**src/rtl/phcd_pkg.sv**
```systemverilog
// ----------------------------------------------------------------------------
// phcd_pkg
// Shared types, codes and the header CRC helpers for the packet header
// CRC deframer.
// ----------------------------------------------------------------------------
package phcd_pkg;

   localparam int BYTE_W     = 8;
   localparam int HDR_W      = 32;
   localparam int BODY_W     = 28;
   localparam int SHIFT_W    = 24;
   localparam int LEN_W      = 13;
   localparam int KIND_W     = 3;
   localparam int CRC_W      = 4;
   localparam int NIBBLES    = BODY_W / 4;

   localparam logic [CRC_W-1:0] CRC_POLY = 4'h7;

   // Event codes
   localparam logic [KIND_W-1:0] EV_BEACON  = 3'd0;
   localparam logic [KIND_W-1:0] EV_PING    = 3'd1;
   localparam logic [KIND_W-1:0] EV_ERROR   = 3'd2;
   localparam logic [KIND_W-1:0] EV_PAYLOAD = 3'd3;
   localparam logic [KIND_W-1:0] EV_CRC_BAD = 3'd4;

   // Header type codes (header bits 3..0)
   localparam logic [3:0] TYPE_BEACON   = 4'd5;
   localparam logic [3:0] TYPE_PING     = 4'd6;
   localparam logic [3:0] TYPE_ERROR    = 4'd15;
   localparam logic [3:0] TYPE_RESPONSE = 4'd10;
   localparam logic [3:0] TYPE_ASYNC    = 4'd9;

   // Payload kind codes
   localparam logic PKIND_RESPONSE = 1'b0;
   localparam logic PKIND_ASYNC    = 1'b1;

   typedef struct packed {
      logic                has_result;
      logic [KIND_W-1:0]   kind;
      logic                start_payload;
      logic                payload_kind;
      logic [LEN_W-1:0]    length;
   } hdr_decode_type;

   // Bit-serial form of the header CRC: nibbles low first, each MSB first.
   function automatic logic [CRC_W-1:0] crc4_serial(input logic [BODY_W-1:0] body);
      logic [CRC_W-1:0] crc;
      logic             fb;
      crc = '0;
      for (int i = 0; i < NIBBLES; i++) begin
         for (int j = 3; j >= 0; j--) begin
            fb  = crc[CRC_W-1] ^ body[4*i+j];
            crc = {crc[CRC_W-2:0], 1'b0};
            if (fb) begin
               crc = crc ^ CRC_POLY;
            end
         end
      end
      return crc;
   endfunction

   // The CRC is linear: build one parity mask per CRC bit at elaboration.
   function automatic logic [CRC_W-1:0][BODY_W-1:0] crc4_masks();
      logic [CRC_W-1:0][BODY_W-1:0] m;
      logic [CRC_W-1:0]             c;
      m = '0;
      for (int b = 0; b < BODY_W; b++) begin
         c = crc4_serial(BODY_W'(1) << b);
         for (int k = 0; k < CRC_W; k++) begin
            m[k][b] = c[k];
         end
      end
      return m;
   endfunction

   localparam logic [CRC_W-1:0][BODY_W-1:0] CRC_MASKS = crc4_masks();

endpackage

```
**src/rtl/phcd_hdr_decode.sv**
```systemverilog
// ----------------------------------------------------------------------------
// phcd_hdr_decode
// Checks the 4-bit CRC of a complete header and sorts it by type.
// ----------------------------------------------------------------------------
module phcd_hdr_decode
   import phcd_pkg::*;
(
   input  logic [HDR_W-1:0] header,
   output hdr_decode_type   decode
);

   logic [CRC_W-1:0] crc_calc;
   logic [3:0]       hdr_type;
   logic [LEN_W-1:0] hdr_len;

   always_comb begin
      for (int k = 0; k < CRC_W; k++) begin
         crc_calc[k] = ^(header[BODY_W-1:0] & CRC_MASKS[k]);
      end
   end

   assign hdr_type = header[3:0];
   assign hdr_len  = header[LEN_W+3:4];

   always_comb begin
      decode = '0;
      decode.length = hdr_len;
      if (crc_calc != header[HDR_W-1:BODY_W]) begin
         decode.has_result = 1'b1;
         decode.kind       = EV_CRC_BAD;
      end else begin
         case (hdr_type)
            TYPE_BEACON: begin
               decode.has_result = 1'b1;
               decode.kind       = EV_BEACON;
            end
            TYPE_PING: begin
               decode.has_result = 1'b1;
               decode.kind       = EV_PING;
            end
            TYPE_ERROR: begin
               decode.has_result = 1'b1;
               decode.kind       = EV_ERROR;
            end
            TYPE_RESPONSE, TYPE_ASYNC: begin
               // zero length: nothing follows, stay on headers
               decode.start_payload = (hdr_len != '0);
               decode.payload_kind  = (hdr_type == TYPE_ASYNC) ? PKIND_ASYNC
                                                               : PKIND_RESPONSE;
            end
            default: begin
               decode.has_result = 1'b0;
            end
         endcase
      end
   end

endmodule

```
**src/rtl/packet_header_crc_deframer.sv**
```systemverilog
// ----------------------------------------------------------------------------
// packet_header_crc_deframer
// Gathers 4-byte headers from a byte stream, checks their CRC, reports
// beacon, ping, error and bad-CRC events, and streams out payload bytes.
// ----------------------------------------------------------------------------
// One byte is taken per cycle while req_stall is low; each is handled in the
// cycle it is accepted and any event it causes appears on the rsp_ port on
// the next cycle from a single output register. req_stall is high only while
// that register holds an item and rsp_stall is high, so the sustained rate is
// one byte per cycle whenever the result side keeps up. Header bytes one to
// three produce no event; the fourth byte yields at most one event, and each
// payload byte yields one payload event with payload_last on the final byte.
module packet_header_crc_deframer
   import phcd_pkg::*;
(
   input  logic                clock,
   input  logic                reset,

   input  logic                req_valid,
   output logic                req_stall,
   input  logic [BYTE_W-1:0]   req_rx_byte,

   output logic                rsp_valid,
   input  logic                rsp_stall,
   output logic [KIND_W-1:0]   rsp_event_kind,
   output logic [BODY_W-1:0]   rsp_header_body,
   output logic [BYTE_W-1:0]   rsp_error_code,
   output logic [BYTE_W-1:0]   rsp_payload_byte,
   output logic                rsp_payload_kind,
   output logic                rsp_payload_last
);

   // Framing state
   logic                in_payload_ff,        in_payload_in;
   logic [1:0]          hdr_count_ff,         hdr_count_in;
   logic [SHIFT_W-1:0]  hdr_shift_ff,         hdr_shift_in;
   logic [LEN_W-1:0]    remaining_ff,         remaining_in;
   logic                cur_kind_ff,          cur_kind_in;

   // Output register
   logic                rsp_valid_ff,         rsp_valid_in;
   logic [KIND_W-1:0]   event_kind_ff,        event_kind_in;
   logic [BODY_W-1:0]   header_body_ff,       header_body_in;
   logic [BYTE_W-1:0]   error_code_ff,        error_code_in;
   logic [BYTE_W-1:0]   payload_byte_ff,      payload_byte_in;
   logic                payload_kind_ff,      payload_kind_in;
   logic                payload_last_ff,      payload_last_in;

   logic                accept;
   logic                rsp_take;
   logic [HDR_W-1:0]    header;
   logic [LEN_W-1:0]    remaining_dec;
   hdr_decode_type      decode;

   assign req_stall = rsp_valid_ff & rsp_stall;
   assign accept    = req_valid & ~req_stall;
   assign rsp_take  = rsp_valid_ff & ~rsp_stall;

   assign header        = {req_rx_byte, hdr_shift_ff};
   assign remaining_dec = remaining_ff - LEN_W'(1);

   phcd_hdr_decode u_hdr_decode (
      .header (header),
      .decode (decode)
   );

   always_comb begin
      in_payload_in   = in_payload_ff;
      hdr_count_in    = hdr_count_ff;
      hdr_shift_in    = hdr_shift_ff;
      remaining_in    = remaining_ff;
      cur_kind_in     = cur_kind_ff;

      rsp_valid_in    = rsp_take ? 1'b0 : rsp_valid_ff;
      event_kind_in   = event_kind_ff;
      header_body_in  = header_body_ff;
      error_code_in   = error_code_ff;
      payload_byte_in = payload_byte_ff;
      payload_kind_in = payload_kind_ff;
      payload_last_in = payload_last_ff;

      if (accept) begin
         if (in_payload_ff) begin
            remaining_in    = remaining_dec;
            rsp_valid_in    = 1'b1;
            event_kind_in   = EV_PAYLOAD;
            header_body_in  = '0;
            error_code_in   = '0;
            payload_byte_in = req_rx_byte;
            payload_kind_in = cur_kind_ff;
            payload_last_in = (remaining_dec == '0);
            if (remaining_dec == '0) begin
               in_payload_in = 1'b0;
            end
         end else if (hdr_count_ff != 2'd3) begin
            // shift this byte into its lane of the header
            case (hdr_count_ff)
               2'd0:    hdr_shift_in[7:0]   = req_rx_byte;
               2'd1:    hdr_shift_in[15:8]  = req_rx_byte;
               2'd2:    hdr_shift_in[23:16] = req_rx_byte;
               default: hdr_shift_in        = hdr_shift_ff;
            endcase
            hdr_count_in = hdr_count_ff + 2'd1;
         end else begin
            hdr_count_in = '0;
            hdr_shift_in = '0;
            if (decode.has_result) begin
               rsp_valid_in    = 1'b1;
               event_kind_in   = decode.kind;
               header_body_in  = (decode.kind == EV_BEACON || decode.kind == EV_PING)
                                 ? header[BODY_W-1:0] : '0;
               error_code_in   = (decode.kind == EV_ERROR) ? header[15:8] : '0;
               payload_byte_in = '0;
               payload_kind_in = 1'b0;
               payload_last_in = 1'b0;
            end
            if (decode.start_payload) begin
               in_payload_in = 1'b1;
               remaining_in  = decode.length;
               cur_kind_in   = decode.payload_kind;
            end
         end
      end
   end

   always_ff @(posedge clock) begin
      if (reset) begin
         in_payload_ff <= 1'b0;
         hdr_count_ff  <= '0;
         hdr_shift_ff  <= '0;
         remaining_ff  <= '0;
         cur_kind_ff   <= 1'b0;
         rsp_valid_ff  <= 1'b0;
      end else begin
         in_payload_ff <= in_payload_in;
         hdr_count_ff  <= hdr_count_in;
         hdr_shift_ff  <= hdr_shift_in;
         remaining_ff  <= remaining_in;
         cur_kind_ff   <= cur_kind_in;
         rsp_valid_ff  <= rsp_valid_in;
      end
   end

   always_ff @(posedge clock) begin
      event_kind_ff   <= event_kind_in;
      header_body_ff  <= header_body_in;
      error_code_ff   <= error_code_in;
      payload_byte_ff <= payload_byte_in;
      payload_kind_ff <= payload_kind_in;
      payload_last_ff <= payload_last_in;
   end

   assign rsp_valid        = rsp_valid_ff;
   assign rsp_event_kind   = event_kind_ff;
   assign rsp_header_body  = header_body_ff;
   assign rsp_error_code   = error_code_ff;
   assign rsp_payload_byte = payload_byte_ff;
   assign rsp_payload_kind = payload_kind_ff;
   assign rsp_payload_last = payload_last_ff;

endmodule

```
**config.mk**
```make
export PLATFORM = sky130hd
export DESIGN_NAME = packet_header_crc_deframer
export DESIGN_NICKNAME = d
export VERILOG_FILES = /design/src/rtl/phcd_pkg.sv /design/src/rtl/phcd_hdr_decode.sv /design/src/rtl/packet_header_crc_deframer.sv
export SDC_FILE = /design/constraint.sdc
export NUM_CORES = 1
export LEC_CHECK = 0
export BUFFER_PORTS_ARGS = -buffer_cell sky130_fd_sc_hd__buf_2
export CAP_MARGIN = 20
export CORE_ASPECT_RATIO = 1.5
export CORE_MARGIN = 1.5
export CORE_UTILIZATION = 49
export CTS_BUF_LIST = sky130_fd_sc_hd__clkbuf_16
export DETAILED_ROUTE_END_ITERATION = 8
export HOLD_SLACK_MARGIN = 0.12
export PLACE_DENSITY = 0.79
export SLEW_MARGIN = 15
export SYNTH_ARGS = -nofsm -noshare
export SYNTH_HDL_FRONTEND = slang
export SYNTH_SLANG_ARGS = --single-unit
```
**constraint.sdc**
```tcl
create_clock -name clock -period 9.97 [get_ports clock]
set_input_delay 1.4955 -clock clock [delete_from_list [all_inputs] [get_ports clock]]
set_output_delay 1.4955 -clock clock [all_outputs]
set_load 0.1 [all_outputs]
```
==> results.sh <==
export IMPL_crit_top_cell="xnor2_1"
export IMPL_hold_viol=0
export IMPL_synth_distinct_cells=49
export IMPL_diodes=0
export IMPL_grt_max_degree=47
export IMPL_hp_class="flop to flop"
export IMPL_yosysWarnings=0
export IMPL_cts_htree_levels=3
export IMPL_crit_chain="buf_2 -> xnor2_1 -> xnor3_1 -> xnor2_1 -> mux2i_4 -> nand3_1 -> a21oi_1 -> nor2_4 -> buf_4"
export IMPL_skew_ns=0.009595
export IMPL_ctsResizeCount=0
export IMPL_fillers=755
export IMPL_port_buffers=62
export IMPL_fmax_mhz=261.2
export IMPL_num_nets_final=500
export IMPL_grt_first_pass_wirelength_um=17170
export IMPL_placed_area_um2=4813
export IMPL_required_ns=10.00
export IMPL_avgSynthCellArea_um2=10.34
export IMPL_viasPerCell=5.819
export IMPL_worst_pin_slew_ns=1.102
export IMPL_cp_max_fo=46
export IMPL_final_util_pct=57.89
export IMPL_grt_use_total_pct=23.87
export IMPL_io_pins=63
export IMPL_fin_tns_setup_ns=0
export IMPL_wl_per_cell_um=17.81
export IMPL_finalMaxSlewViolations=0
export IMPL_async_flop_share_pct=0
export IMPL_ys_ff_latch=91
export IMPL_layout_drive_gt1_share_pct=18.31
export IMPL_synth_yosys_seq_area_share_pct=52.03
export IMPL_power_density_nw_per_um2=176.5
export IMPL_crit_path_start_kind="primary input"
export IMPL_endpoint_kind="flop"
export IMPL_core_um2=8828
export IMPL_grt_pass1_vias=3388
export IMPL_clk_latency_ns=0.35
export IMPL_ys_top_cells_by_area="edfxtp_1, dfxtp_1, and2_1"
export IMPL_place_congestion=0.9290
export IMPL_critical_path_slowest_cell="xnor3_1"
export IMPL_synth_enable_flop_cells=49
export IMPL_clock_tree_buffer_depth=2
export IMPL_dr_pass1_iters=6
export IMPL_cp_data_arrival_time_ns=3.86
export IMPL_period_share_pct=38.40
export IMPL_rsz0062_at_grt="false"
export IMPL_die_y_um=119.6
export IMPL_drtIter0Drc=349
export IMPL_area_growth_pct=15.01
export IMPL_postCtsHoldBufs=0
export IMPL_preCtsSetupSlack_ns=5.792
export IMPL_num_vias=3468
export IMPL_yosys_area_top_type="edfxtp_1"
export IMPL_synthFlopType="edfxtp_1"
export IMPL_std_cell_rows=42
export IMPL_drc=0
export IMPL_syn_area_um2=4444
export IMPL_cts_tree="yes"
export IMPL_synth_cells=430
export IMPL_fin_area_um2=5111
export IMPL_peakVddDrop_mv=0.1213
export IMPL_die_area_um2=9662
export IMPL_layout_setup_ws_ns=6.141
export IMPL_cellLeakagePower_nw=1.892
export IMPL_status="finished, final reports clean"
export IMPL_cts_root_buf="clkbuf_16"
export IMPL_slowest_delay_ns=0.46
export IMPL_slew_headroom_pct=26.45
export IMPL_clk_pin_slew_ns=0.07
export IMPL_cp_top_family="XOR/XNOR gates"
export IMPL_grt_overflow=0
export IMPL_postCtsSetupBuffers=0
export IMPL_syn_num_nets=449
export IMPL_setup_viol=0
export IMPL_cts_buffers=9
export IMPL_dp_hpwl_um=7559
export IMPL_antenna_found_initial=0
export IMPL_maxCapViolations=0
export IMPL_min_period_ns=3.829
export IMPL_crit_type="primary input to flop"
export IMPL_synth_top_area_share_pct=33.11
export IMPL_postRouteAntennaNets=0
export IMPL_die_w_um=80.76
export IMPL_drt_total_wl_um=10620
export IMPL_start_util_pct=50.34
export IMPL_path_buf_inv=2
export IMPL_cts_sinks=91
-- flip-flops by register name, summed over array words and instances (netlist names) --
name              count
rsp_header_body      28
hdr_shift_ff         24
remaining_ff         13
rsp_error_code        8
rsp_payload_byte      8
rsp_event_kind        3
hdr_count_ff          2
cur_kind_ff           1
in_payload_ff         1
rsp_payload_kind      1
rsp_payload_last      1
rsp_valid             1
-- placed cells by master (no fill, tap or decap), drive strengths merged, types with 6 or more instances in the layout --
| cell type | synthesis | layout |
|---|---|---|
| buf | 6 | 64 |
| ha | 7 | 7 |
| clkbuf | 18 | 9 |
| nor2 | 25 | 25 |
| a21oi | 38 | 38 |
| nand2 | 49 | 49 |
| dfxtp | 42 | 42 |
| nor2b | 8 | 8 |
| inv | 12 | 15 |
| and2 | 42 | 42 |
| xnor3 | 7 | 7 |
| o21ai | 10 | 10 |
| a221o | 9 | 9 |
| xnor2 | 16 | 16 |
| edfxtp | 49 | 49 |
| nor4 | 9 | 9 |
| nor3 | 10 | 10 |
| or4 | 6 | 6 |
| nand3 | 27 | 27 |
-- per-stage QoR --
stage	hold slack (ns)	std cells	power, mW
floorplan	0.4446	430	0.5436
global placement	0.4666	580	0.5692
detailed placement	0.4832	580	0.5726
CTS	0.4937	596	0.9033
global route	0.5248	596	0.9325
finish	0.4995	596	0.9022
-- synth_stat cells, types with 3 or more instances --
library cell and number:
a211oi_1 4, a21oi_1 37, a221o_1 9, and2_1 42, buf_2 3, clkbuf_1 18, dfxtp_1 42, edfxtp_1 49
ha_1 7, inv_1 12, mux2i_1 3, nand2_1 48, nand2b_1 4, nand3_1 27, nor2_1 25, nor2b_1 8
nor3_1 10, nor4_1 8, o21ai_0 8, or4_1 6, xnor2_1 15, xnor3_1 7, xor2_1 5
-- final cells by class --
type	count	area (µm²)	share of cell area [%]
flip-flops and latches	91	2312	45.24
multi-input cells	303	1996	39.05
repair buffers	64	325.3	6.365
clock buffers	9	225.2	4.406
well taps	110	137.6	2.693
clock inverters	7	70.07	1.371
inverters	12	45.04	0.8813
-- layer usage --
layer | part of all wire (%) | wire (µm) | vias up | global-route usage (%)
met5 | 0 | 0 | - | 0
met4 | 4.4 | 467 | 0 | 12.50
met3 | 6.3 | 672 | 41 | 5.323
met2 | 52 | 5497 | 160 | 40.13
met1 | 37 | 3980 | 1633 | 27.90
li1 | - | - | 1634 | -
-- worst paths after layout --
path	from	to	slack (ns)	cells after the start
worst max-delay path	req_rx_byte[2]	rsp_payload_byte[2]$_SDFFCE_PN0P_	6.14	9
worst min-delay path	hdr_shift_ff[23]$_SDFFE_PP0P_	hdr_shift_ff[23]$_SDFFE_PP0P_	0.50	2
worst max register to register	hdr_shift_ff[14]$_SDFFE_PP0P_	remaining_ff[7]$_SDFFE_PP0P_	6.49	9
worst min register to register	hdr_shift_ff[23]$_SDFFE_PP0P_	hdr_shift_ff[23]$_SDFFE_PP0P_	0.50	2
-- cells by family (layout without fill, tap and decap cells) --
logic type	after synthesis	after routing	synth area share [%]
AND/OR/NAND/NOR	189	189	22.24
flip-flops	91	91	52.03
AO/OA/AOI/OAI	72	72	10.25
buffers and inverters	36	92	3.294
XOR/XNOR	29	29	8.390
adder cells (fa/ha/maj)	7	7	1.971
multiplexers	6	6	1.830
-- report_power, final --
part | internal [mW] | switching, mW | leakage (nW)
Sequential | 0.404 | 0.0148 | 0.753
Clock | 0.194 | 0.142 | 0.145
Combinational | 0.0536 | 0.0948 | 0.995
-- worst register-to-register path: cells and delay by family, from the launching register on --
kind | cells | cell delay [ns]
flops | 1 | 0.50
fa+ha+maj | 1 | 0.37
buf+inv | 1 | 0.11
simple gates | 2 | 0.89
xor+xnor | 3 | 0.89
compound gates | 1 | 0.24
mux | 1 | 0.42
(Power assumes the default switching activity.)
